[config.mk]
export PLATFORM = sky130hd
export DESIGN_NAME = weighted_runtime_min_scheduler
export DESIGN_NICKNAME = d
export VERILOG_FILES = /design/src/hw/rtl/wrs_pkg.sv /design/src/hw/rtl/wrs_queue_mem.sv /design/src/hw/rtl/wrs_weight.sv /design/src/hw/rtl/weighted_runtime_min_scheduler.sv
export SDC_FILE = /design/constraint.sdc
export NUM_CORES = 1
export LEC_CHECK = 0
export BUFFER_PORTS_ARGS = -buffer_cell sky130_fd_sc_hd__buf_2
export CORE_MARGIN = 8
export CORE_UTILIZATION = 45
export CTS_BUF_LIST = sky130_fd_sc_hd__clkbuf_16
export CTS_CLUSTER_SIZE = 28
export DETAILED_ROUTE_END_ITERATION = 12
export GPL_ROUTABILITY_DRIVEN = 0
export PLACE_DENSITY = 0.6
export SLEW_MARGIN = 40
export SYNTH_ARGS = -nofsm -noshare
export SYNTH_HDL_FRONTEND = slang
export SYNTH_SLANG_ARGS = --single-unit
[constraint.sdc]
create_clock -name i_clk -period 4.9 [get_ports i_clk]
set_input_delay 1.47 -clock i_clk [delete_from_list [all_inputs] [get_ports i_clk]]
set_output_delay 1.47 -clock i_clk [all_outputs]
set_load 0.005 [all_outputs]
[src/hw/rtl/wrs_pkg.sv]
// ----------------------------------------------------------------------------
// wrs_pkg
// Shared types and codes of the weighted runtime min scheduler.
// ----------------------------------------------------------------------------
package wrs_pkg;

    typedef enum logic [1:0] {
        MODE_ADD    = 2'd0,
        MODE_REMOVE = 2'd1,
        MODE_SET_RT = 2'd2,
        MODE_PICK   = 2'd3
    } t_mode;

    localparam logic [1:0] ST_OK        = 2'd0;
    localparam logic [1:0] ST_FULL      = 2'd1;
    localparam logic [1:0] ST_NOT_FOUND = 2'd2;

    localparam int IN_TDATA_W  = 64;
    localparam int OUT_TDATA_W = 16;

    typedef struct packed {
        logic en_all;
        logic en_rt;
    } t_wr_ctl;

endpackage

[src/hw/rtl/wrs_queue_mem.sv]
// ----------------------------------------------------------------------------
// wrs_queue_mem
// Run queue storage: id, class and runtime memories, one write port and one
// registered read port.
// ----------------------------------------------------------------------------
module wrs_queue_mem #(
    parameter int MAX_ENTRIES  = 16,
    parameter int ID_BITS      = 8,
    parameter int RUNTIME_BITS = 48,
    localparam int ADDR_W      = $clog2(MAX_ENTRIES)
) (
    input  logic                    i_clk,
    input  wrs_pkg::t_wr_ctl        i_wr,
    input  logic [ADDR_W-1:0]       i_waddr,
    input  logic [ID_BITS-1:0]      i_wid,
    input  logic [1:0]              i_wcls,
    input  logic [RUNTIME_BITS-1:0] i_wrt,
    input  logic [ADDR_W-1:0]       i_raddr,
    output logic [ID_BITS-1:0]      o_rid,
    output logic [1:0]              o_rcls,
    output logic [RUNTIME_BITS-1:0] o_rrt
);
    import wrs_pkg::*;

    logic [ID_BITS-1:0]      r_ids      [MAX_ENTRIES];
    logic [1:0]              r_classes  [MAX_ENTRIES];
    logic [RUNTIME_BITS-1:0] r_runtimes [MAX_ENTRIES];

    always_ff @(posedge i_clk) begin
        if (i_wr.en_all) begin
            r_ids[i_waddr]     <= i_wid;
            r_classes[i_waddr] <= i_wcls;
        end
        if (i_wr.en_all || i_wr.en_rt) begin
            r_runtimes[i_waddr] <= i_wrt;
        end
        o_rid  <= r_ids[i_raddr];
        o_rcls <= r_classes[i_raddr];
        o_rrt  <= r_runtimes[i_raddr];
    end

endmodule

[src/hw/rtl/wrs_weight.sv]
// ----------------------------------------------------------------------------
// wrs_weight
// Registered class weighting: runtime times 1, 2, 3 or 4 by shift and add.
// ----------------------------------------------------------------------------
module wrs_weight #(
    parameter int ID_BITS      = 8,
    parameter int RUNTIME_BITS = 48,
    localparam int WT_W        = RUNTIME_BITS + 2
) (
    input  logic                    i_clk,
    input  logic                    i_rst_n,
    input  logic                    i_vld,
    input  logic [RUNTIME_BITS-1:0] i_rt,
    input  logic [1:0]              i_cls,
    input  logic [ID_BITS-1:0]      i_id,
    output logic                    o_vld,
    output logic [WT_W-1:0]         o_w,
    output logic [ID_BITS-1:0]      o_id
);
    import wrs_pkg::*;

    logic [WT_W-1:0] rt_ext;
    logic [WT_W-1:0] n_w;

    assign rt_ext = WT_W'(i_rt);

    always_comb begin
        case (i_cls)
            2'd0:    n_w = rt_ext;
            2'd1:    n_w = rt_ext << 1;
            2'd2:    n_w = rt_ext + (rt_ext << 1);
            default: n_w = rt_ext << 2;
        endcase
    end

    always_ff @(posedge i_clk) begin
        if (!i_rst_n) begin
            o_vld <= 1'b0;
        end else begin
            o_vld <= i_vld;
        end
        o_w  <= n_w;
        o_id <= i_id;
    end

endmodule

[src/hw/rtl/weighted_runtime_min_scheduler.sv]
// Sequence: add writes the entry when accepted unless the queue is full; set
// runtime and pick scan the queue; remove scans, then moves each later entry
// down one slot, one entry per cycle.
// Throughput: one item at a time; the single memory read port walks the queue
// one entry per cycle. A new item is taken while the last result waits.
// Reset (synchronous, active low) empties the queue; stored entries are not
// cleared.
// ----------------------------------------------------------------------------
// weighted_runtime_min_scheduler
// Ordered run queue with add, remove, set runtime and min weighted runtime
// pick, sequenced over a shared memory port and one weight/compare unit.
// ----------------------------------------------------------------------------
module weighted_runtime_min_scheduler #(
    parameter int MAX_ENTRIES  = 16,
    parameter int ID_BITS      = 8,
    parameter int RUNTIME_BITS = 48
) (
    input  logic                            i_clk,
    input  logic                            i_rst_n,
    input  logic                            i_s_axis_tvalid,
    output logic                            o_s_axis_tready,
    // entity_id[7:0], priority_class[9:8], runtime_value[57:10], zero[63:58]
    input  logic [wrs_pkg::IN_TDATA_W-1:0]  i_s_axis_tdata,
    // mode[1:0]
    input  logic [1:0]                      i_s_axis_tuser,
    output logic                            o_m_axis_tvalid,
    input  logic                            i_m_axis_tready,
    // status[1:0], picked_valid[2], picked_id[10:3], queue_count[15:11]
    output logic [wrs_pkg::OUT_TDATA_W-1:0] o_m_axis_tdata
);
    import wrs_pkg::*;

    localparam int ADDR_W = $clog2(MAX_ENTRIES);
    localparam int CNT_W  = $clog2(MAX_ENTRIES + 1);
    localparam int WT_W   = RUNTIME_BITS + 2;
    localparam logic [CNT_W-1:0] CNT_MAX = CNT_W'(MAX_ENTRIES);

    typedef enum logic [3:0] {
        S_IDLE  = 4'b0001,
        S_SCAN  = 4'b0010,
        S_SHIFT = 4'b0100,
        S_DONE  = 4'b1000
    } t_state;

    t_state                  r_state, n_state;
    logic [CNT_W-1:0]        r_count, n_count;
    logic [CNT_W-1:0]        r_ptr, n_ptr;
    t_mode                   r_mode, n_mode;
    logic [ID_BITS-1:0]      r_id, n_id;
    logic [RUNTIME_BITS-1:0] r_rt, n_rt;
    logic                    r_d1_vld, n_d1_vld;
    logic [ADDR_W-1:0]       r_d1_addr, n_d1_addr;
    logic                    r_have, n_have;
    logic [WT_W-1:0]         r_best, n_best;
    logic [ID_BITS-1:0]      r_best_id, n_best_id;
    logic                    r_hit, n_hit;
    logic [1:0]              r_status, n_status;
    logic                    r_pvld, n_pvld;
    logic [ID_BITS-1:0]      r_pid, n_pid;
    logic                    r_m_vld, n_m_vld;
    logic [OUT_TDATA_W-1:0]  r_m_data, n_m_data;

    logic [ID_BITS-1:0]      in_id;
    logic [1:0]              in_cls;
    logic [RUNTIME_BITS-1:0] in_rt;
    logic                    s_xfer;
    logic                    issue;
    logic                    id_match;

    t_wr_ctl                 wr;
    logic [ADDR_W-1:0]       waddr;
    logic [ID_BITS-1:0]      wid;
    logic [1:0]              wcls;
    logic [RUNTIME_BITS-1:0] wrt;

    logic [ID_BITS-1:0]      rd_id;
    logic [1:0]              rd_cls;
    logic [RUNTIME_BITS-1:0] rd_rt;
    logic                    w_vld;
    logic [WT_W-1:0]         w_val;
    logic [ID_BITS-1:0]      w_id;

    logic [31:0]             cnt_ext;
    logic [15:0]             pid_ext;

    assign in_id  = ID_BITS'(16'(i_s_axis_tdata[7:0]));
    assign in_cls = i_s_axis_tdata[9:8];
    assign in_rt  = RUNTIME_BITS'(64'(i_s_axis_tdata[57:10]));

    assign o_s_axis_tready = (r_state == S_IDLE);
    assign s_xfer          = i_s_axis_tvalid && o_s_axis_tready;
    assign o_m_axis_tvalid = r_m_vld;
    assign o_m_axis_tdata  = r_m_data;

    assign issue    = ((r_state == S_SCAN) || (r_state == S_SHIFT)) && (r_ptr < r_count);
    assign id_match = r_d1_vld && (rd_id == r_id);
    assign cnt_ext  = 32'(r_count);
    assign pid_ext  = 16'(r_pid);

    wrs_queue_mem #(
        .MAX_ENTRIES  (MAX_ENTRIES),
        .ID_BITS      (ID_BITS),
        .RUNTIME_BITS (RUNTIME_BITS)
    ) u_mem (
        .i_clk   (i_clk),
        .i_wr    (wr),
        .i_waddr (waddr),
        .i_wid   (wid),
        .i_wcls  (wcls),
        .i_wrt   (wrt),
        .i_raddr (r_ptr[ADDR_W-1:0]),
        .o_rid   (rd_id),
        .o_rcls  (rd_cls),
        .o_rrt   (rd_rt)
    );

    wrs_weight #(
        .ID_BITS      (ID_BITS),
        .RUNTIME_BITS (RUNTIME_BITS)
    ) u_weight (
        .i_clk   (i_clk),
        .i_rst_n (i_rst_n),
        .i_vld   (r_d1_vld && (r_state == S_SCAN) && (r_mode == MODE_PICK)),
        .i_rt    (rd_rt),
        .i_cls   (rd_cls),
        .i_id    (rd_id),
        .o_vld   (w_vld),
        .o_w     (w_val),
        .o_id    (w_id)
    );

    always_comb begin
        n_state   = r_state;
        n_count   = r_count;
        n_ptr     = r_ptr;
        n_mode    = r_mode;
        n_id      = r_id;
        n_rt      = r_rt;
        n_d1_vld  = issue;
        n_d1_addr = r_ptr[ADDR_W-1:0];
        n_have    = r_have;
        n_best    = r_best;
        n_best_id = r_best_id;
        n_hit     = r_hit;
        n_status  = r_status;
        n_pvld    = r_pvld;
        n_pid     = r_pid;
        n_m_vld   = r_m_vld && !i_m_axis_tready;
        n_m_data  = r_m_data;
        wr        = '0;
        waddr     = r_count[ADDR_W-1:0];
        wid       = in_id;
        wcls      = in_cls;
        wrt       = in_rt;

        if (issue) begin
            n_ptr = r_ptr + CNT_W'(1);
        end

        if (w_vld && (!r_have || (w_val < r_best))) begin
            n_have    = 1'b1;
            n_best    = w_val;
            n_best_id = w_id;
        end

        unique case (r_state)
            S_IDLE: begin
                if (s_xfer) begin
                    n_mode    = t_mode'(i_s_axis_tuser);
                    n_id      = in_id;
                    n_rt      = in_rt;
                    n_ptr     = '0;
                    n_have    = 1'b0;
                    n_best_id = '0;
                    n_hit     = 1'b0;
                    n_status  = ST_OK;
                    n_pvld    = 1'b0;
                    n_pid     = '0;
                    if (t_mode'(i_s_axis_tuser) == MODE_ADD) begin
                        n_state = S_DONE;
                        if (r_count == CNT_MAX) begin
                            n_status = ST_FULL;
                        end else begin
                            wr.en_all = 1'b1;
                            n_count   = r_count + CNT_W'(1);
                        end
                    end else begin
                        n_state = S_SCAN;
                    end
                end
            end
            S_SCAN: begin
                if (r_mode == MODE_REMOVE && id_match) begin
                    n_state  = S_SHIFT;
                    n_ptr    = CNT_W'(r_d1_addr) + CNT_W'(1);
                    n_d1_vld = 1'b0;
                end else if (r_mode == MODE_SET_RT && id_match) begin
                    wr.en_rt = 1'b1;
                    waddr    = r_d1_addr;
                    wrt      = r_rt;
                    n_hit    = 1'b1;
                end
                if (!issue && !r_d1_vld && !w_vld) begin
                    n_state = S_DONE;
                    case (r_mode)
                        MODE_PICK: begin
                            n_pvld = r_have;
                            n_pid  = r_have ? r_best_id : '0;
                        end
                        MODE_SET_RT: n_status = r_hit ? ST_OK : ST_NOT_FOUND;
                        default:     n_status = ST_NOT_FOUND;
                    endcase
                end
            end
            S_SHIFT: begin
                if (r_d1_vld) begin
                    wr.en_all = 1'b1;
                    waddr     = r_d1_addr - ADDR_W'(1);
                    wid       = rd_id;
                    wcls      = rd_cls;
                    wrt       = rd_rt;
                end
                if (!issue && !r_d1_vld) begin
                    n_count = r_count - CNT_W'(1);
                    n_state = S_DONE;
                end
            end
            S_DONE: begin
                if (!r_m_vld || i_m_axis_tready) begin
                    n_m_vld  = 1'b1;
                    n_m_data = {cnt_ext[4:0], pid_ext[7:0], r_pvld, r_status};
                    n_state  = S_IDLE;
                end
            end
            default: n_state = S_IDLE;
        endcase
    end

    always_ff @(posedge i_clk) begin
        if (!i_rst_n) begin
            r_state  <= S_IDLE;
            r_count  <= '0;
            r_d1_vld <= 1'b0;
            r_m_vld  <= 1'b0;
        end else begin
            r_state  <= n_state;
            r_count  <= n_count;
            r_d1_vld <= n_d1_vld;
            r_m_vld  <= n_m_vld;
        end
        r_ptr     <= n_ptr;
        r_mode    <= n_mode;
        r_id      <= n_id;
        r_rt      <= n_rt;
        r_d1_addr <= n_d1_addr;
        r_have    <= n_have;
        r_best    <= n_best;
        r_best_id <= n_best_id;
        r_hit     <= n_hit;
        r_status  <= n_status;
        r_pvld    <= n_pvld;
        r_pid     <= n_pid;
        r_m_data  <= n_m_data;
    end

`ifndef NO_ASSERTIONS
    a_count_bound: assert property (@(posedge i_clk) disable iff (!i_rst_n)
        r_count <= CNT_MAX)
        else $error("queue count above capacity");

    a_scan_no_full_write: assert property (@(posedge i_clk) disable iff (!i_rst_n)
        (r_state == S_SCAN) |-> !wr.en_all)
        else $error("entry rewritten during scan");

    a_count_step: assert property (@(posedge i_clk) disable iff (!i_rst_n)
        (r_count != $past(r_count)) |->
        ((r_count == $past(r_count) + CNT_W'(1)) || (r_count == $past(r_count) - CNT_W'(1))))
        else $error("queue count moved by more than one");

    a_busy_after_accept: assert property (@(posedge i_clk) disable iff (!i_rst_n)
        s_xfer |=> !o_s_axis_tready)
        else $error("ready right after accepting a transfer");
`endif

endmodule

# After elaboration in Yosys (flattened, before gate mapping)
# Memories as Yosys holds them, arrays and structs flattened. A register that Yosys moved wholly into a read port is not among the register bits.
# Cells that the tools add are included.
# totals
ff_bits	224
latchBits	0
mem_bits_rw	928
rom_bits	0
inputBits	70
output_inout_bits	18
word_cells	155
mem_count	3
# op_classes
addsub	6
mul	0
div_mod_pow	0
magnitude_cmp	2
n_eq_ne	22
shift	0
mux	70
bitwise	0
reduce_logical	32
# mem_list
memory	words	width	rd	rd_clocked_by_memory_dff	wr	line_no	rtl
u_mem.r_runtimes	16	48	1	1	1	wrs_queue_mem.sv:27	logic [RUNTIME_BITS-1:0] r_runtimes [MAX_ENTRIES];
u_mem.r_ids	16	8	1	1	1	wrs_queue_mem.sv:25	logic [ID_BITS-1:0] r_ids [MAX_ENTRIES];
u_mem.r_classes	16	2	1	1	1	wrs_queue_mem.sv:26	logic [1:0] r_classes [MAX_ENTRIES];
# op_table
op	count
50-bit case mux with 3 select lines	1
48-bit two-way mux	3
48-bit case mux with 2 select lines	1
8-bit two-way mux	9
48-bit by 49-bit adder with 50-bit output	1
50-bit less-than comparator	1
4-bit two-way mux	9
5-bit two-way mux	7
1-bit two-way mux	25
5-bit case mux with 2 select lines	2
4-bit case mux with 4 select lines	1
8-bit case mux with 2 select lines	1
4-bit AND reduction	4
2-bit by 1-bit != test with 1-bit output (second input constant)	6
1-bit logical AND	11
5-bit by 1-bit adder with 5-bit output (second input constant)	2
2-bit two-way mux	5
8-bit == test	1
2-bit != test (second input constant)	4
2-bit case mux with 2 select lines	2
4-bit case mux with 2 select lines	1
2-bit == test (second input constant)	3
1-bit zero test	6
1-bit case mux with 2 select lines	3
other kinds (16)	23

# Longest topological paths before layout
# logic_depth
ltp_word	9
ltp_mapped	12
ltp_nobuf	12

# Hierarchy
# From an unflattened synthesis, not the netlist that was laid out.
# unflattened
cells_unflattened	2735
area_unflattened_um2	49368.6
# modules_own_cells
mod	n_inst	cells_each	area_each_um2	seq_area_each_um2
wrs_queue_mem	1	1523	35989.5	29027.8
weighted_runtime_min_scheduler	1	689	8145.3	4664.5
wrs_weight	1	523	5233.8	1181.1

# Worst setup path after synthesis
# OpenSTA, ideal clock, no wires.
# synth_timing
path_kind	input -> register
startpoint	in i_s_axis_tuser[1]
endpoint	mem u_mem.r_runtimes[0][0], enable pin
setup_ns	0.454
t_arrival_ns	4.163
t_required_ns	4.446
setup_slack_ns	0.283
cell_stages	5
n_path_buf	0
cell_sequence	nor2_1 > nand3_1 > o221ai_1 > nand2_1 > nor2_1
# synth_between
elab_chain_cells	7
# synth_lines
element	line_no	rtl
start, declared	weighted_runtime_min_scheduler.sv:25	input logic [1:0] i_s_axis_tuser,
2-bit zero test	weighted_runtime_min_scheduler.sv:179	if (t_mode'(i_s_axis_tuser) == MODE_ADD) begin
1-bit two-way mux	weighted_runtime_min_scheduler.sv:179	
1-bit two-way mux	weighted_runtime_min_scheduler.sv:168	if (s_xfer) begin
1-bit case mux with 2 select lines	weighted_runtime_min_scheduler.sv:166	unique case (r_state)
1-bit logical OR	wrs_queue_mem.sv:34	if (i_wr.en_all || i_wr.en_rt) begin
1-bit two-way mux	wrs_queue_mem.sv:34	
1-bit two-way mux (implied by the code)	wrs_queue_mem.sv:35	r_runtimes[i_waddr] <= i_wrt;
end, declared	wrs_queue_mem.sv:27	
# No other way between the ends.

# Worst setup path after layout
# layout_timing
startpoint	reg r_state[3]
endpoint	mem u_mem.r_runtimes[0][30], enable pin
# layout_between
elab_chain_cells	7
elab_cells_between_ends	11
cone_classes	eq/ne (3); mux (6); reduce/logical (2)
# layout_lines
element	line_no	rtl
start, declared	weighted_runtime_min_scheduler.sv:45	t_state r_state, n_state;
start signal, assigned	weighted_runtime_min_scheduler.sv:246	r_state <= n_state;
4-bit by 1-bit == test with 1-bit output	weighted_runtime_min_scheduler.sv:90, weighted_runtime_min_scheduler.sv:166	
1-bit logical AND	weighted_runtime_min_scheduler.sv:91	assign s_xfer = i_s_axis_tvalid && o_s_axis_tready;
1-bit two-way mux	weighted_runtime_min_scheduler.sv:168	
1-bit case mux with 2 select lines	weighted_runtime_min_scheduler.sv:166	
1-bit logical OR	wrs_queue_mem.sv:34	
1-bit two-way mux	wrs_queue_mem.sv:34	
1-bit two-way mux (implied by the code)	wrs_queue_mem.sv:35	
# Several ways; a longest one is shown, not always the timed one.

==> impl_metrics.env <==
export IMPL_status="complete, no violations"
export IMPL_hold_viol=0
export IMPL_start_kind="register"
export IMPL_timing_final_ws_setup_ns=0.840
export IMPL_whs_ns=0.382
export IMPL_ant_nets=0
export IMPL_fin_setup_tns_ns=0
export IMPL_drc=0
export IMPL_postRouteWirelength_um=113000
export IMPL_pre_cts_ws_ns=0.579
export IMPL_max_stage_delay_ns=0.68
export IMPL_start_util_pct=45.2
export IMPL_fin_nets=2964
export IMPL_cp_end_kind="register"
export IMPL_reg2reg_from="r_state[3]"
export IMPL_synth_fp_nets=2814
export IMPL_crit_cells=11
export IMPL_diodes=0
export IMPL_slowest_stage="nor2_4"
export IMPL_period_needed_ns=4.06
export IMPL_crit_required_ns=5.29
export IMPL_area_growth_syn_to_layout_pct=13.5
export IMPL_drive_above_1_share_pct=24.5
export IMPL_grt_overflow_total=0
export IMPL_die_h_um=346
export IMPL_synth_most_common_cell="edfxtp_1"
export IMPL_post_cts_resized=0
export IMPL_core_area_um2=108000
export IMPL_n_fill_cell=8590
export IMPL_grt_pass1_vias=26200
export IMPL_grt_pass1_wl_um=169000
export IMPL_finalSetupViolCount=0
export IMPL_clk_insertion_delay_late_ns=0.71
export IMPL_critical_path_class="register to register"
export IMPL_path_buf_inv=3
export IMPL_cts_tree="done"
export IMPL_finClkSkew_ns=0.0283
export IMPL_ctsHtreeMaxLevel=3
export IMPL_cp_top_family="simple AND/OR/NAND/NOR gates"
export IMPL_rsz0062_at_grt="false"
export IMPL_dieWidth_um=346
export IMPL_vias=25200
export IMPL_async_flop_share_pct=0
export IMPL_track_usage_pct=18.6
export IMPL_yosysUniqueCellTypes=66
export IMPL_vdd_drop_max_mv=0.308
export IMPL_rows=121
export IMPL_p_leak_nw=18.5
export IMPL_syn_inst=2635
export IMPL_die_area_um2=120000
export IMPL_portBuffers=81
export IMPL_clock_root_buffer="clkbuf_16"
export IMPL_ys_warn_count=0
export IMPL_startpoint="r_state[3]"
export IMPL_r2r_cells=11
export IMPL_postSynth_topFlopCell="edfxtp_1"
export IMPL_cp_common_cell="nand2_1"
export IMPL_ys_ff_latch=1210
export IMPL_ff_latch_area_um2=34900
export IMPL_cp_endpoint="u_mem.r_runtimes[0][30]"
export IMPL_boundaryPins=88
export IMPL_clkSlewWorstSetupHoldPaths_ns=0.06
export IMPL_fmax_mhz=246
export IMPL_synth_edf_count=1064
export IMPL_grt_max_degree=84
export IMPL_drtIter0Drc=2302
export IMPL_power_density_nw_per_um2=400
export IMPL_dp_hpwl_um=64300
export IMPL_multiInputGateArea_um2=13600
export IMPL_yosysSeqAreaShare_pct=71.2
export IMPL_path_cells="nor2_1, nand2_1, inv_1, nand2_1, nor4_4, nor2_4, buf_4, a221oi_1, nand2_1, nor2_4, buf_12"
export IMPL_yosysTopAreaCell="edfxtp_1"
export IMPL_postCtsSetupRepairBufs=0
export IMPL_dp_cells=4077
export IMPL_final_cells=4306
export IMPL_avgSynthCellArea_um2=18.6
export IMPL_cts_buffers=120
export IMPL_drv_cap=0
export IMPL_worstHoldPathType="register to register"
export IMPL_ff2ff_setup_slack_ns=0.84
export IMPL_tightest_slew_ns=0.888
export IMPL_antenna_found_initial=0
export IMPL_slew_headroom_pct=40.8
export IMPL_synth_top_area_share_pct=65.2
export IMPL_yosys_top_cells_area="edfxtp_1, mux4_2, dfxtp_1, ha_1, nand2_1"
export IMPL_critical_path_peak_fanout=29
export IMPL_ctsHoldBuffers=0
export IMPL_via_per_inst=5.85
export IMPL_avgRoutedWirePerCell_um=26.3
export IMPL_numClockSinks=1210
export IMPL_power_total_mw=22.2
export IMPL_maxSlewViolCount=0
export IMPL_netlist_area_um2=49000
export IMPL_ys_top_cells_by_count="edfxtp_1, mux4_2, nand2_1"
export IMPL_min_period_over_period_pct=82.8
export IMPL_crit_arrival_ns=4.45
export IMPL_first_pass_iters=5
export IMPL_r2r_end="u_mem.r_runtimes[0][30]"
export IMPL_hold_depth=0
export IMPL_cts_buffer_depth=3
## cell usage in the layout, fill, tap and decap left out, types with 17 or more instances in the layout
cell type,n
nand2_1,208
clkinv_1,26
xnor2_1,39
mux4_2,332
buf_4,43
a21oi_1,85
dfxtp_1,140
o21ai_0,39
ha_1,107
a21o_1,43
clkbuf_16,124
xor2_1,24
nor2_1,70
buf_2,81
edfxtp_1,1064
a22oi_1,51
nand4_1,27
clkinv_2,26
inv_1,99
nor2_4,17
## layer usage
| layer | share of wire (%) | vias up | track usage (%) |
|---|---|---|---|
| met3 | 5.5 | 145 | 2.76 |
| met4 | 1.8 | 0 | 4.37 |
| li1 | - | 11000 | - |
| met1 | 43 | 13300 | 25.7 |
| met5 | 0 | - | 0 |
| met2 | 49 | 761 | 31.4 |
## report_power, final
group / switching [mW] / internal, mW / total [mW] / leakage [nW]
clock network: 3.87 / 5.22 / 9.10 / 2.03
registers: 0.179 / 11.5 / 11.7 / 10.8
logic: 0.836 / 0.619 / 1.45 / 5.61
total: 4.89 / 17.3 / 22.2 / 18.5
## registers in the layout, indices dropped and copies added (netlist names), 5 cells and up
signal            flops
u_mem.r_runtimes    768
u_mem.r_ids         128
r_best               50
u_weight.o_w         50
r_rt                 48
u_mem.o_rrt          48
u_mem.r_classes      32
o_m_axis_tdata       16
r_best_id             8
r_id                  8
r_pid                 8
u_mem.o_rid           8
u_weight.o_id         8
r_count               5
r_ptr                 5
## worst register-to-register path, stage by stage, from the launching register on
cell      delay [ns]
dfxtp_1         0.32
nor2_1          0.25
nand2_1         0.23
inv_1           0.12
nand2_1         0.08
nor4_4          0.49
nor2_4          0.08
buf_4           0.30
a221oi_1        0.51
nand2_1         0.36
nor2_4          0.68
buf_12          0.29
## logic make-up (layout without fill, tap and decap cells)
family	Yosys count	in the layout	synth area share, %
compound gates	302	302	4.09
xor+xnor	63	63	1.13
fa+ha+maj	109	109	2.81
buf+inv	193	450	1.49
flops	1210	1210	71.2
mux	349	349	15.6
simple gates	409	409	3.70
## per-stage QoR
step / instance area [um^2] / utilization, %
2_1_floorplan: 49000 / -
3_3_place_gp: 51500 / 47.5
3_5_place_dp: 51600 / 47.6
4_1_cts: 55600 / 51.3
5_1_grt: 55600 / 51.3
6_report: 55600 / 51.3
## worst min-delay path by stage
stage                                  end           start  slack (ns)
final                     u_weight.o_id[1]  u_mem.o_rid[1]        0.38
after global routing      u_weight.o_id[3]  u_mem.o_rid[3]        0.39
after CTS                 u_weight.o_id[5]  u_mem.o_rid[5]        0.38
after detailed placement  u_weight.o_id[1]  u_mem.o_rid[1]        0.38
after global placement    u_weight.o_id[1]  u_mem.o_rid[1]        0.37
after floorplan               r_d1_addr[2]        r_ptr[2]        0.35
## area by class of cell
| cell class | count | share of cell area (%) |
|---|---|---|
| tap | 1414 | 3.18 |
| timing repair buffer | 146 | 2.02 |
| inverter | 75 | 0.506 |
| clock inverter | 105 | 1.55 |
| multi-input combinational | 1232 | 24.4 |
| sequential | 1210 | 62.8 |
| clock buffer | 124 | 5.58 |
No activity file was read; power rests on OpenSTA's default activity.
